<file path="config.mk">
export PLATFORM = sky130hd
export DESIGN_NAME = byte_ring_buffer_overwrite
export DESIGN_NICKNAME = d
export VERILOG_FILES = /design/src/sv/brbo_pkg.sv /design/src/sv/brbo_mem.sv /design/src/sv/byte_ring_buffer_overwrite.sv
export SDC_FILE = /design/constraint.sdc
export NUM_CORES = 2
export LEC_CHECK = 0
export BUFFER_PORTS_ARGS = -buffer_cell sky130_fd_sc_hd__buf_2
export CELL_PAD_IN_SITES_DETAIL_PLACEMENT = 2
export CELL_PAD_IN_SITES_GLOBAL_PLACEMENT = 2
export CORE_ASPECT_RATIO = 1.25
export CORE_MARGIN = 2
export CORE_UTILIZATION = 30
export CTS_CLUSTER_DIAMETER = 30
export DETAILED_ROUTE_END_ITERATION = 8
export PLACE_DENSITY_LB_ADDON = 0.15
export SLEW_MARGIN = 30
export SYNTH_ARGS = -nofsm -noshare
export SYNTH_HDL_FRONTEND = slang
export SYNTH_SLANG_ARGS = --single-unit
</file>
<file path="constraint.sdc">
create_clock -name clk -period 4.1 [get_ports clk]
set_clock_uncertainty 0.05 [all_clocks]
set_input_delay 0.205 -clock clk [delete_from_list [all_inputs] [get_ports clk]]
set_output_delay 0.205 -clock clk [all_outputs]
set_load 0.02 [all_outputs]
</file>
<file path="src/sv/brbo_pkg.sv">
// ----------------------------------------------------------------------------
// brbo_pkg
// Shared constants for the byte ring buffer with overwrite: default depth,
// field widths, request codes and status codes.
// ----------------------------------------------------------------------------
package brbo_pkg;

    localparam int DEPTH_DEF = 256;

    localparam int REQ_W  = 3;
    localparam int DATA_W = 8;
    localparam int AMT_W  = 9;
    localparam int ST_W   = 2;
    localparam int FILL_W = 9;

    localparam logic [REQ_W-1:0] REQ_WRITE = 3'd0;
    localparam logic [REQ_W-1:0] REQ_READ  = 3'd1;
    localparam logic [REQ_W-1:0] REQ_PEEK  = 3'd2;
    localparam logic [REQ_W-1:0] REQ_DROP  = 3'd3;
    localparam logic [REQ_W-1:0] REQ_CLEAR = 3'd4;

    localparam logic [ST_W-1:0] ST_OK        = 2'd0;
    localparam logic [ST_W-1:0] ST_LESS_DATA = 2'd1;
    localparam logic [ST_W-1:0] ST_OVERWROTE = 2'd2;

endpackage

</file>
<file path="src/sv/brbo_mem.sv">
// ----------------------------------------------------------------------------
// brbo_mem
// Byte store: one write port and one read port with registered read data.
// ----------------------------------------------------------------------------
module brbo_mem
    import brbo_pkg::*;
#(
    parameter int DEPTH = DEPTH_DEF,
    parameter int AW    = $clog2(DEPTH)
)
(
    input  logic              clk,
    input  logic              we,
    input  logic [AW-1:0]     waddr,
    input  logic [DATA_W-1:0] wdata,
    input  logic              re,
    input  logic [AW-1:0]     raddr,
    output logic [DATA_W-1:0] rdata
);

    logic [DATA_W-1:0] mem [DEPTH];
    logic [DATA_W-1:0] rdata_reg;

    always_ff @(posedge clk)
    begin
        if (we)
        begin
            mem[waddr] <= wdata;
        end
    end

    always_ff @(posedge clk)
    begin
        if (re)
        begin
            rdata_reg <= mem[raddr];
        end
    end

    assign rdata = rdata_reg;

endmodule

</file>
<file path="src/sv/byte_ring_buffer_overwrite.sv">
// ----------------------------------------------------------------------------
// byte_ring_buffer_overwrite
// Circular byte store with read pointer, write pointer and fill count.
// Requests write, read, peek, drop or clear; a write into a full store
// overwrites the oldest byte.
//
//   channel  direction  handshake             payload
//   in       input      in_valid / in_ready   req_type, data_byte, amount
//   out      output     out_valid / out_ready read_byte, status, fill_level
//
// One request per cycle while the output is not stalled; each result appears in the cycle after its transfer.
// Pointers and count update at the input transfer; the store is read through
// its registered read port into the result stage.
// in_ready is high while the result stage is empty or being drained, so a
// stalled output holds the next request at the input.
// Reset empties the buffer at once; store contents stay undefined.
// ----------------------------------------------------------------------------
module byte_ring_buffer_overwrite
    import brbo_pkg::*;
#(
    parameter int DEPTH = DEPTH_DEF
)
(
    input  logic              clk,
    input  logic              rst_n,
    input  logic              in_valid,
    output logic              in_ready,
    input  logic [REQ_W-1:0]  req_type,
    input  logic [DATA_W-1:0] data_byte,
    input  logic [AMT_W-1:0]  amount,
    output logic              out_valid,
    input  logic              out_ready,
    output logic [DATA_W-1:0] read_byte,
    output logic [ST_W-1:0]   status,
    output logic [FILL_W-1:0] fill_level
);

    localparam int AW = (DEPTH > 1) ? $clog2(DEPTH) : 1;
    localparam int CW = $clog2(DEPTH + 1);
    localparam int XW = (CW > AMT_W) ? CW : AMT_W;
    localparam int SW = ((AW > AMT_W) ? AW : AMT_W) + 1;

    logic [AW-1:0]     rp_reg, rp_next;
    logic [AW-1:0]     wp_reg, wp_next;
    logic [CW-1:0]     cnt_reg, cnt_next;

    logic              out_valid_reg;
    logic              sel_reg;
    logic [ST_W-1:0]   status_reg;
    logic [FILL_W-1:0] fill_reg;

    logic              in_xfer;
    logic              mem_we;
    logic [AW-1:0]     mem_raddr;
    logic [DATA_W-1:0] mem_rdata;
    logic              sel;
    logic [ST_W-1:0]   st;

    logic [AW-1:0]     rp_inc, wp_inc;
    logic [SW-1:0]     off_sum;
    logic [AW-1:0]     off_addr;
    logic [XW-1:0]     amt_x, cnt_x, cnt_nx;
    logic              full, empty;

    assign in_ready = !out_valid_reg || out_ready;
    assign in_xfer  = in_valid && in_ready;

    assign rp_inc   = (rp_reg == AW'(DEPTH - 1)) ? '0 : rp_reg + AW'(1);
    assign wp_inc   = (wp_reg == AW'(DEPTH - 1)) ? '0 : wp_reg + AW'(1);
    assign off_sum  = SW'(rp_reg) + SW'(amount);
    assign off_addr = (off_sum >= SW'(DEPTH)) ? AW'(off_sum - SW'(DEPTH)) : AW'(off_sum);
    assign amt_x    = XW'(amount);
    assign cnt_x    = XW'(cnt_reg);
    assign full     = (cnt_reg == CW'(DEPTH));
    assign empty    = (cnt_reg == '0);

    always_comb
    begin
        rp_next   = rp_reg;
        wp_next   = wp_reg;
        cnt_next  = cnt_reg;
        mem_we    = 1'b0;
        mem_raddr = rp_reg;
        sel       = 1'b0;
        st        = ST_OK;
        unique case (req_type)
            REQ_WRITE:
            begin
                mem_we  = 1'b1;
                wp_next = wp_inc;
                if (full)
                begin
                    rp_next = rp_inc;
                    st      = ST_OVERWROTE;
                end
                else
                begin
                    cnt_next = cnt_reg + CW'(1);
                end
            end
            REQ_READ:
            begin
                if (empty)
                begin
                    st = ST_LESS_DATA;
                end
                else
                begin
                    sel      = 1'b1;
                    rp_next  = rp_inc;
                    cnt_next = cnt_reg - CW'(1);
                end
            end
            REQ_PEEK:
            begin
                if (amt_x >= cnt_x)
                begin
                    st = ST_LESS_DATA;
                end
                else
                begin
                    mem_raddr = off_addr;
                    sel       = 1'b1;
                end
            end
            REQ_DROP:
            begin
                if (amt_x > cnt_x)
                begin
                    rp_next  = '0;
                    wp_next  = '0;
                    cnt_next = '0;
                end
                else
                begin
                    rp_next  = off_addr;
                    cnt_next = CW'(cnt_x - amt_x);
                end
            end
            REQ_CLEAR:
            begin
                rp_next  = '0;
                wp_next  = '0;
                cnt_next = '0;
            end
            default:
            begin
                st = ST_OK;
            end
        endcase
    end

    assign cnt_nx = XW'(cnt_next);

    always_ff @(posedge clk or negedge rst_n)
    begin
        if (!rst_n)
        begin
            rp_reg        <= '0;
            wp_reg        <= '0;
            cnt_reg       <= '0;
            out_valid_reg <= 1'b0;
        end
        else
        begin
            if (in_xfer)
            begin
                rp_reg  <= rp_next;
                wp_reg  <= wp_next;
                cnt_reg <= cnt_next;
            end
            if (in_ready)
            begin
                out_valid_reg <= in_valid;
            end
        end
    end

    always_ff @(posedge clk)
    begin
        if (in_xfer)
        begin
            sel_reg    <= sel;
            status_reg <= st;
            fill_reg   <= cnt_nx[FILL_W-1:0];
        end
    end

    brbo_mem #(
        .DEPTH (DEPTH),
        .AW    (AW)
    ) u_mem (
        .clk   (clk),
        .we    (in_xfer && mem_we),
        .waddr (wp_reg),
        .wdata (data_byte),
        .re    (in_xfer),
        .raddr (mem_raddr),
        .rdata (mem_rdata)
    );

    assign out_valid  = out_valid_reg;
    assign read_byte  = sel_reg ? mem_rdata : '0;
    assign status     = status_reg;
    assign fill_level = fill_reg;

endmodule

</file>
## Yosys cells after proc, flatten, opt, wreduce, memory -nomap -nowiden

Memories as Yosys holds them, arrays and structs flattened. A register that Yosys moved wholly into a read port is not among the register bits.
Cells that the tools add are included.

- Logic and storage cells: 64
- Memory bits (writable): 2048
- Input bits: 24
- Register bits after elaboration: 38
- Memories kept: 1

- Reductions and logical operators: 10
- $lt $le $gt $ge: 3
- Add/sub/neg operators: 7
- Muxes and demuxes: 26
- Equal/unequal tests: 10

Memories:

| memory | words | bits a word | rd ports | clocked after memory_dff | write ports | line | text |
|---|---|---|---|---|---|---|---|
| u_mem.mem | 256 | 8 | 1 | 1 | 1 | brbo_mem.sv:21 | `logic [DATA_W-1:0] mem [DEPTH];` |

Operators with widths:

| cell | number |
|---|---|
| 8-bit 2-to-1 mux | 10 |
| 9-bit case mux with 4 select lines | 1 |
| 8-bit case mux with 4 select lines | 1 |
| 9-bit 2-to-1 mux | 3 |
| 8-bit case mux with 3 select lines | 1 |
| 8-bit by 1-bit adder with 8-bit output (second input constant) | 2 |
| 8-bit == test (second input constant) | 2 |
| 8-bit by 9-bit adder with 10-bit output | 1 |
| 10-bit by 9-bit greater-or-equal comparator with 1-bit output (second input constant) | 1 |
| 9-bit by 1-bit adder with 9-bit output (second input constant) | 1 |
| 9-bit == test (second input constant) | 1 |
| 9-bit greater-or-equal comparator | 1 |
| 9-bit greater-than comparator | 1 |
| 9-bit logical NOT | 1 |
| 9-bit by 1-bit subtractor with 9-bit output (second input constant) | 1 |
| 9-bit subtractor | 1 |
| 8-bit by 1-bit subtractor with 8-bit output (second input constant) | 1 |
| 1-bit 2-to-1 mux | 7 |
| 3-bit by 2-bit == test with 1-bit output (second input constant) | 2 |
| 2-bit != test (second input constant) | 3 |
| 2-bit case mux with 3 select lines | 1 |
| 4-bit AND reduction | 1 |
| 4-bit nonzero test | 1 |
| 3-bit by 1-bit == test with 1-bit output (second input constant) | 1 |
| 9 further kinds | 10 |

## Longest topological paths before layout

- Depth after elaboration: 6
- Gate-level depth with buffers: 19

## Modules after synthesis

A second synthesis with hierarchy kept.

- Cell total of the unflattened synthesis: 4118
- Area, all modules: 82957.1 um^2

Modules (own cells, without submodules):

| module | area each (um^2) | cells each | times used |
|---|---|---|---|
| brbo_mem | 79636.4 | 3733 | 1 |
| byte_ring_buffer_overwrite | 3320.7 | 385 | 1 |

## Least setup slack after synthesis

OpenSTA, ideal clock, no wires.

- Path type: register -> register
- Start point: register cnt_reg[7]
- End point: register u_mem.rdata_reg[0], in the netlist u_mem.rdata[0], read port of u_mem.mem, data pin
- Buffers on the path: 4
- Arrival time: 3291 ps
- Cell stages (with the launch flop): 17
- Slack: 492 ps
- Setup time: 268 ps
- Cells stage by stage: dfrtp_1 -> ha_1 -> nand4_4 -> or3_4 -> nand3_2 -> a21oi_2 -> buf_6 -> nor2_8 -> buf_6 -> buf_6 -> buf_4 -> mux2i_1 -> o22ai_1 -> nor4_1 -> a21oi_1 -> a221oi_1 -> nand4_1

- Word-level cells in the longest chain between the ends: 3

RTL lines:

| item | line | text |
|---|---|---|
| from (decl) | byte_ring_buffer_overwrite.sv:45 | `logic [CW-1:0] cnt_reg, cnt_next;` |
| from (signal assigned) | byte_ring_buffer_overwrite.sv:170 | `cnt_reg <= cnt_next;` |
| 9-bit greater-or-equal comparator | byte_ring_buffer_overwrite.sv:116 | `if (amt_x >= cnt_x)` |
| 8-bit 2-to-1 mux | byte_ring_buffer_overwrite.sv:116 |  |
| 8-bit 2-to-1 mux | byte_ring_buffer_overwrite.sv:86 | `unique case (req_type)` |
| to (decl) | brbo_mem.sv:22 | `logic [DATA_W-1:0] rdata_reg;` |

No other way between the ends.
A chain may end at the register's enable or synchronous reset.

## Final worst setup path

- Start point: register cnt_reg[6]
- End point: register u_mem.rdata_reg[4], in the netlist u_mem.rdata[4], read port of u_mem.mem, data pin

Same word-level chain as after synthesis.

==> run summary <==
maximum capacitance violations: 0
initial detailed-routing violation count: 5470
clock-pin slew on the worst setup and hold paths: 50 ps
first-pass GRT wire length: 526000 um
WL final: 382000 um
TritonCTS clock tree: done
Hold Slack: 74.1 ps
fillers: 27300
Gate Count Post-Synth: 5714
critical path class: reg2reg
Avg Cell Area, Syn: 14.9 sq um
cell row count: 218
die height: 599 um
Synth area leaders: edfxtp_1 73%, mux2i_1 4.6%, nand2_1 3.5%
Initial Util: 0.302
1st-pass router iterations: 7
Min-Delay Path Class: in2reg
core box area: 282000 sq um
Post-synth EDFFs: 2068
Rel. slew slack: 0.357
Synth top cells by count: 2068 x edfxtp_1, 801 x nand2_1, 393 x mux2i_1
DP Wirelength: 248000 um
count leader, synth: edfxtp_1
Worst IR Drop VDD: 0.396 mV
Logic pwr share: 0.338
failing checks: negative setup slack
outcome: finished, violations left
ys async rst share: 0.0124
RSZ-0062 raised after global routing: true
Nets: 7179
RD Place Congestion: 0.831
routed vias: 60200
Slew Viols, Final: 0
H-tree levels: 5
detailed-route wire length per cell: 33.9 um
net switching power: 31200 uW
Layout area overhead: 39.2%
setup_tns: -1850 ps
Setup crit end kind: register
Longest Clk Path Bufs: 4
total clock sinks: 2094
Die Width: 480 um
final setup vio count: 8
Worst EP arrival: 5000 ps
footprint of the multi-input gates: 22700 sq um
vias in the first global route: 65400
layout cells sized above 1: 0.327
mapped cell area: 85100 sq um
switching part of the total: 0.341
Cell Int Power: 60400 uW
Total GRT Usage: 0.259
cell chain of the critical path: ha_4 -> buf_4 -> nand4_4 -> buf_8 -> nor3_4 -> buf_6 -> nor3_4 -> buf_6 -> o21ai_4 -> buf_6 -> nand2_8 -> clkbuf_16 -> clkbuf_16 -> a211oi_2 -> o21ai_2 -> a211oi_2 -> buf_4 -> nor3_4 -> a211oi_4 -> buf_4 -> nand4_1
leading area contributor after synthesis: edfxtp_1
latest clock arrival within the worst-skew pair: 920 ps
max reg flops: 2048
IO buf count: 44
YS warnings: 0
initial antenna violation count: 24
register area: 62800 sq um
crit-path max FO: 5
total grt overflow: 0
Final Critical Period: 4420 ps
Buf/Inv on CP: 9
CP max stage delay: 520 ps
startpoint types: register
delay-heaviest family, CP: buffers and inverters
Synth top area share: 0.730
power per cell area: 774 nW/um^2
clock root buffer: clkbuf_16
Clk network pwr share: 0.401
LEAKAGE: 0.0418 uW
die area: 288000 sq um
final worst path period share: 1.08
Crit-path slowest cell: a211oi_4
number of synthesized register bits: 2094
drt via density: 5.35
CTS buffer count: 452
sequential cell area fraction in the yosys report: 0.737
largest net degree at the start of global routing: 109
endpoints failing hold: 0
Routed Antenna Nets: 0
DRC errors left: 0
Flop pwr share: 0.261
Ports: 45
Netlist cell types: 100
Req. time, crit path: 4680 ps
Worst-Margin Slew: 964 ps
Final WS setup: -320 ps
syn_nets: 5763
ys flop type: edfxtp_1
f_max: 226 MHz
[path summary, 6_finish.rpt]
| check | depth (start not counted) | end | from | slack [ps] |
|---|---|---|---|---|
| max in group asynchronous | 4 | cnt_reg[4] | rst_n | 3470 |
| worst max-delay path | 21 | u_mem.rdata[4] | cnt_reg[6] | -320 |
| min in group asynchronous | 4 | rp_reg[0] | rst_n | 330 |
| worst min register to register | 2 | wp_reg[1] | wp_reg[1] | 540 |
| worst min-delay path | 5 | rp_reg[1] | amount[1] | 70 |
| worst max register to register | 21 | u_mem.rdata[4] | cnt_reg[6] | -320 |
[kinds of logic after synthesis]
| kind of cell | share of synthesized area |
|---|---|
| xor+xnor | 0.00216 |
| simple gates | 0.0861 |
| mux | 0.0581 |
| flops | 0.737 |
| fa+ha+maj | 0.00385 |
| compound gates | 0.0881 |
| buf+inv | 0.0242 |
[metrics by stage]
| step | total power (uW) | utilization | cells | setup WS [ps] | cell area (sq um) |
|---|---|---|---|---|---|
| 2_1_floorplan | 35200 | - | 5714 | 492 | 85100 |
| 5_1_grt | 94200 | 0.420 | 11300 | -374 | 118000 |
| 3_3_place_gp | 50300 | 0.348 | 10200 | -1840 | 98200 |
| 4_1_cts | 90500 | 0.414 | 11200 | -276 | 117000 |
| 6_report | 91700 | 0.420 | 11300 | -320 | 118000 |
| 3_5_place_dp | 50600 | 0.349 | 10200 | -1280 | 98300 |
[worst register-to-register path, stage by stage, from the launching register on]
cell and delay, ps:
dfrtp_1 400, ha_4 310, buf_4 120, nand4_4 110, buf_8 160, nor3_4 230
buf_6 130, nor3_4 40, buf_6 130, o21ai_4 160, buf_6 200, nand2_8 100
clkbuf_16 220, clkbuf_16 190, a211oi_2 280, o21ai_2 150, a211oi_2 190, buf_4 160
nor3_4 50, a211oi_4 520, buf_4 210, nand4_1 70
[layer usage]
metal  GRT usage  vias up  share of wire
met4       0.111        8          0.049
met1       0.325    32400           0.41
met2       0.444     1847           0.49
met3      0.0378      667          0.050
li1            -    25300              -
met5           0        -        0.00014
[what timing repair did]
action                                  CTS  global route
setup buffers                           108            51
endpoints found under the hold margin   689             0
gates resized for setup                 375           231
pin swaps                                99           118
cloned                                    6             5
endpoints found under the setup margin    8             8
hold buffers                             16             0
[layout make-up]
class | instances | area share
inverter | 26 | 0.000866
antenna | 3 | 0.0000634
timing repair buffer | 1347 | 0.109
tap | 3740 | 0.0395
clock inverter | 318 | 0.0300
multi-input combinational | 3209 | 0.192
clock buffer | 518 | 0.0992
sequential | 2094 | 0.530
[layout by cell type, fill, tap and decap left out, types with 61 or more instances in the layout]
cell and n:
a31oi_1 72, nor2_1 301, nand3_1 201, bufinv_16 66
a221oi_1 61, and3_1 148, buf_6 86, buf_12 149
clkinv_1 66, a211oi_1 127, a21oi_1 162, nand2_1 780
edfxtp_1 2068, mux2i_1 371, buf_4 1012, clkinv_2 85
o21ai_0 129, clkbuf_16 466
[power groups by stage]
| stage | combinational, uW | clock (uW) | sequential, uW |
|---|---|---|---|
| after floorplan | 10900 | 0 | 24300 |
| after global placement | 26000 | 0 | 24300 |
| after detailed placement | 26300 | 0 | 24300 |
| after CTS | 29400 | 37200 | 23900 |
| after global routing | 32000 | 38200 | 23900 |
| final | 30900 | 36800 | 23900 |
Note: power is estimated with default switching activity, not from simulation.
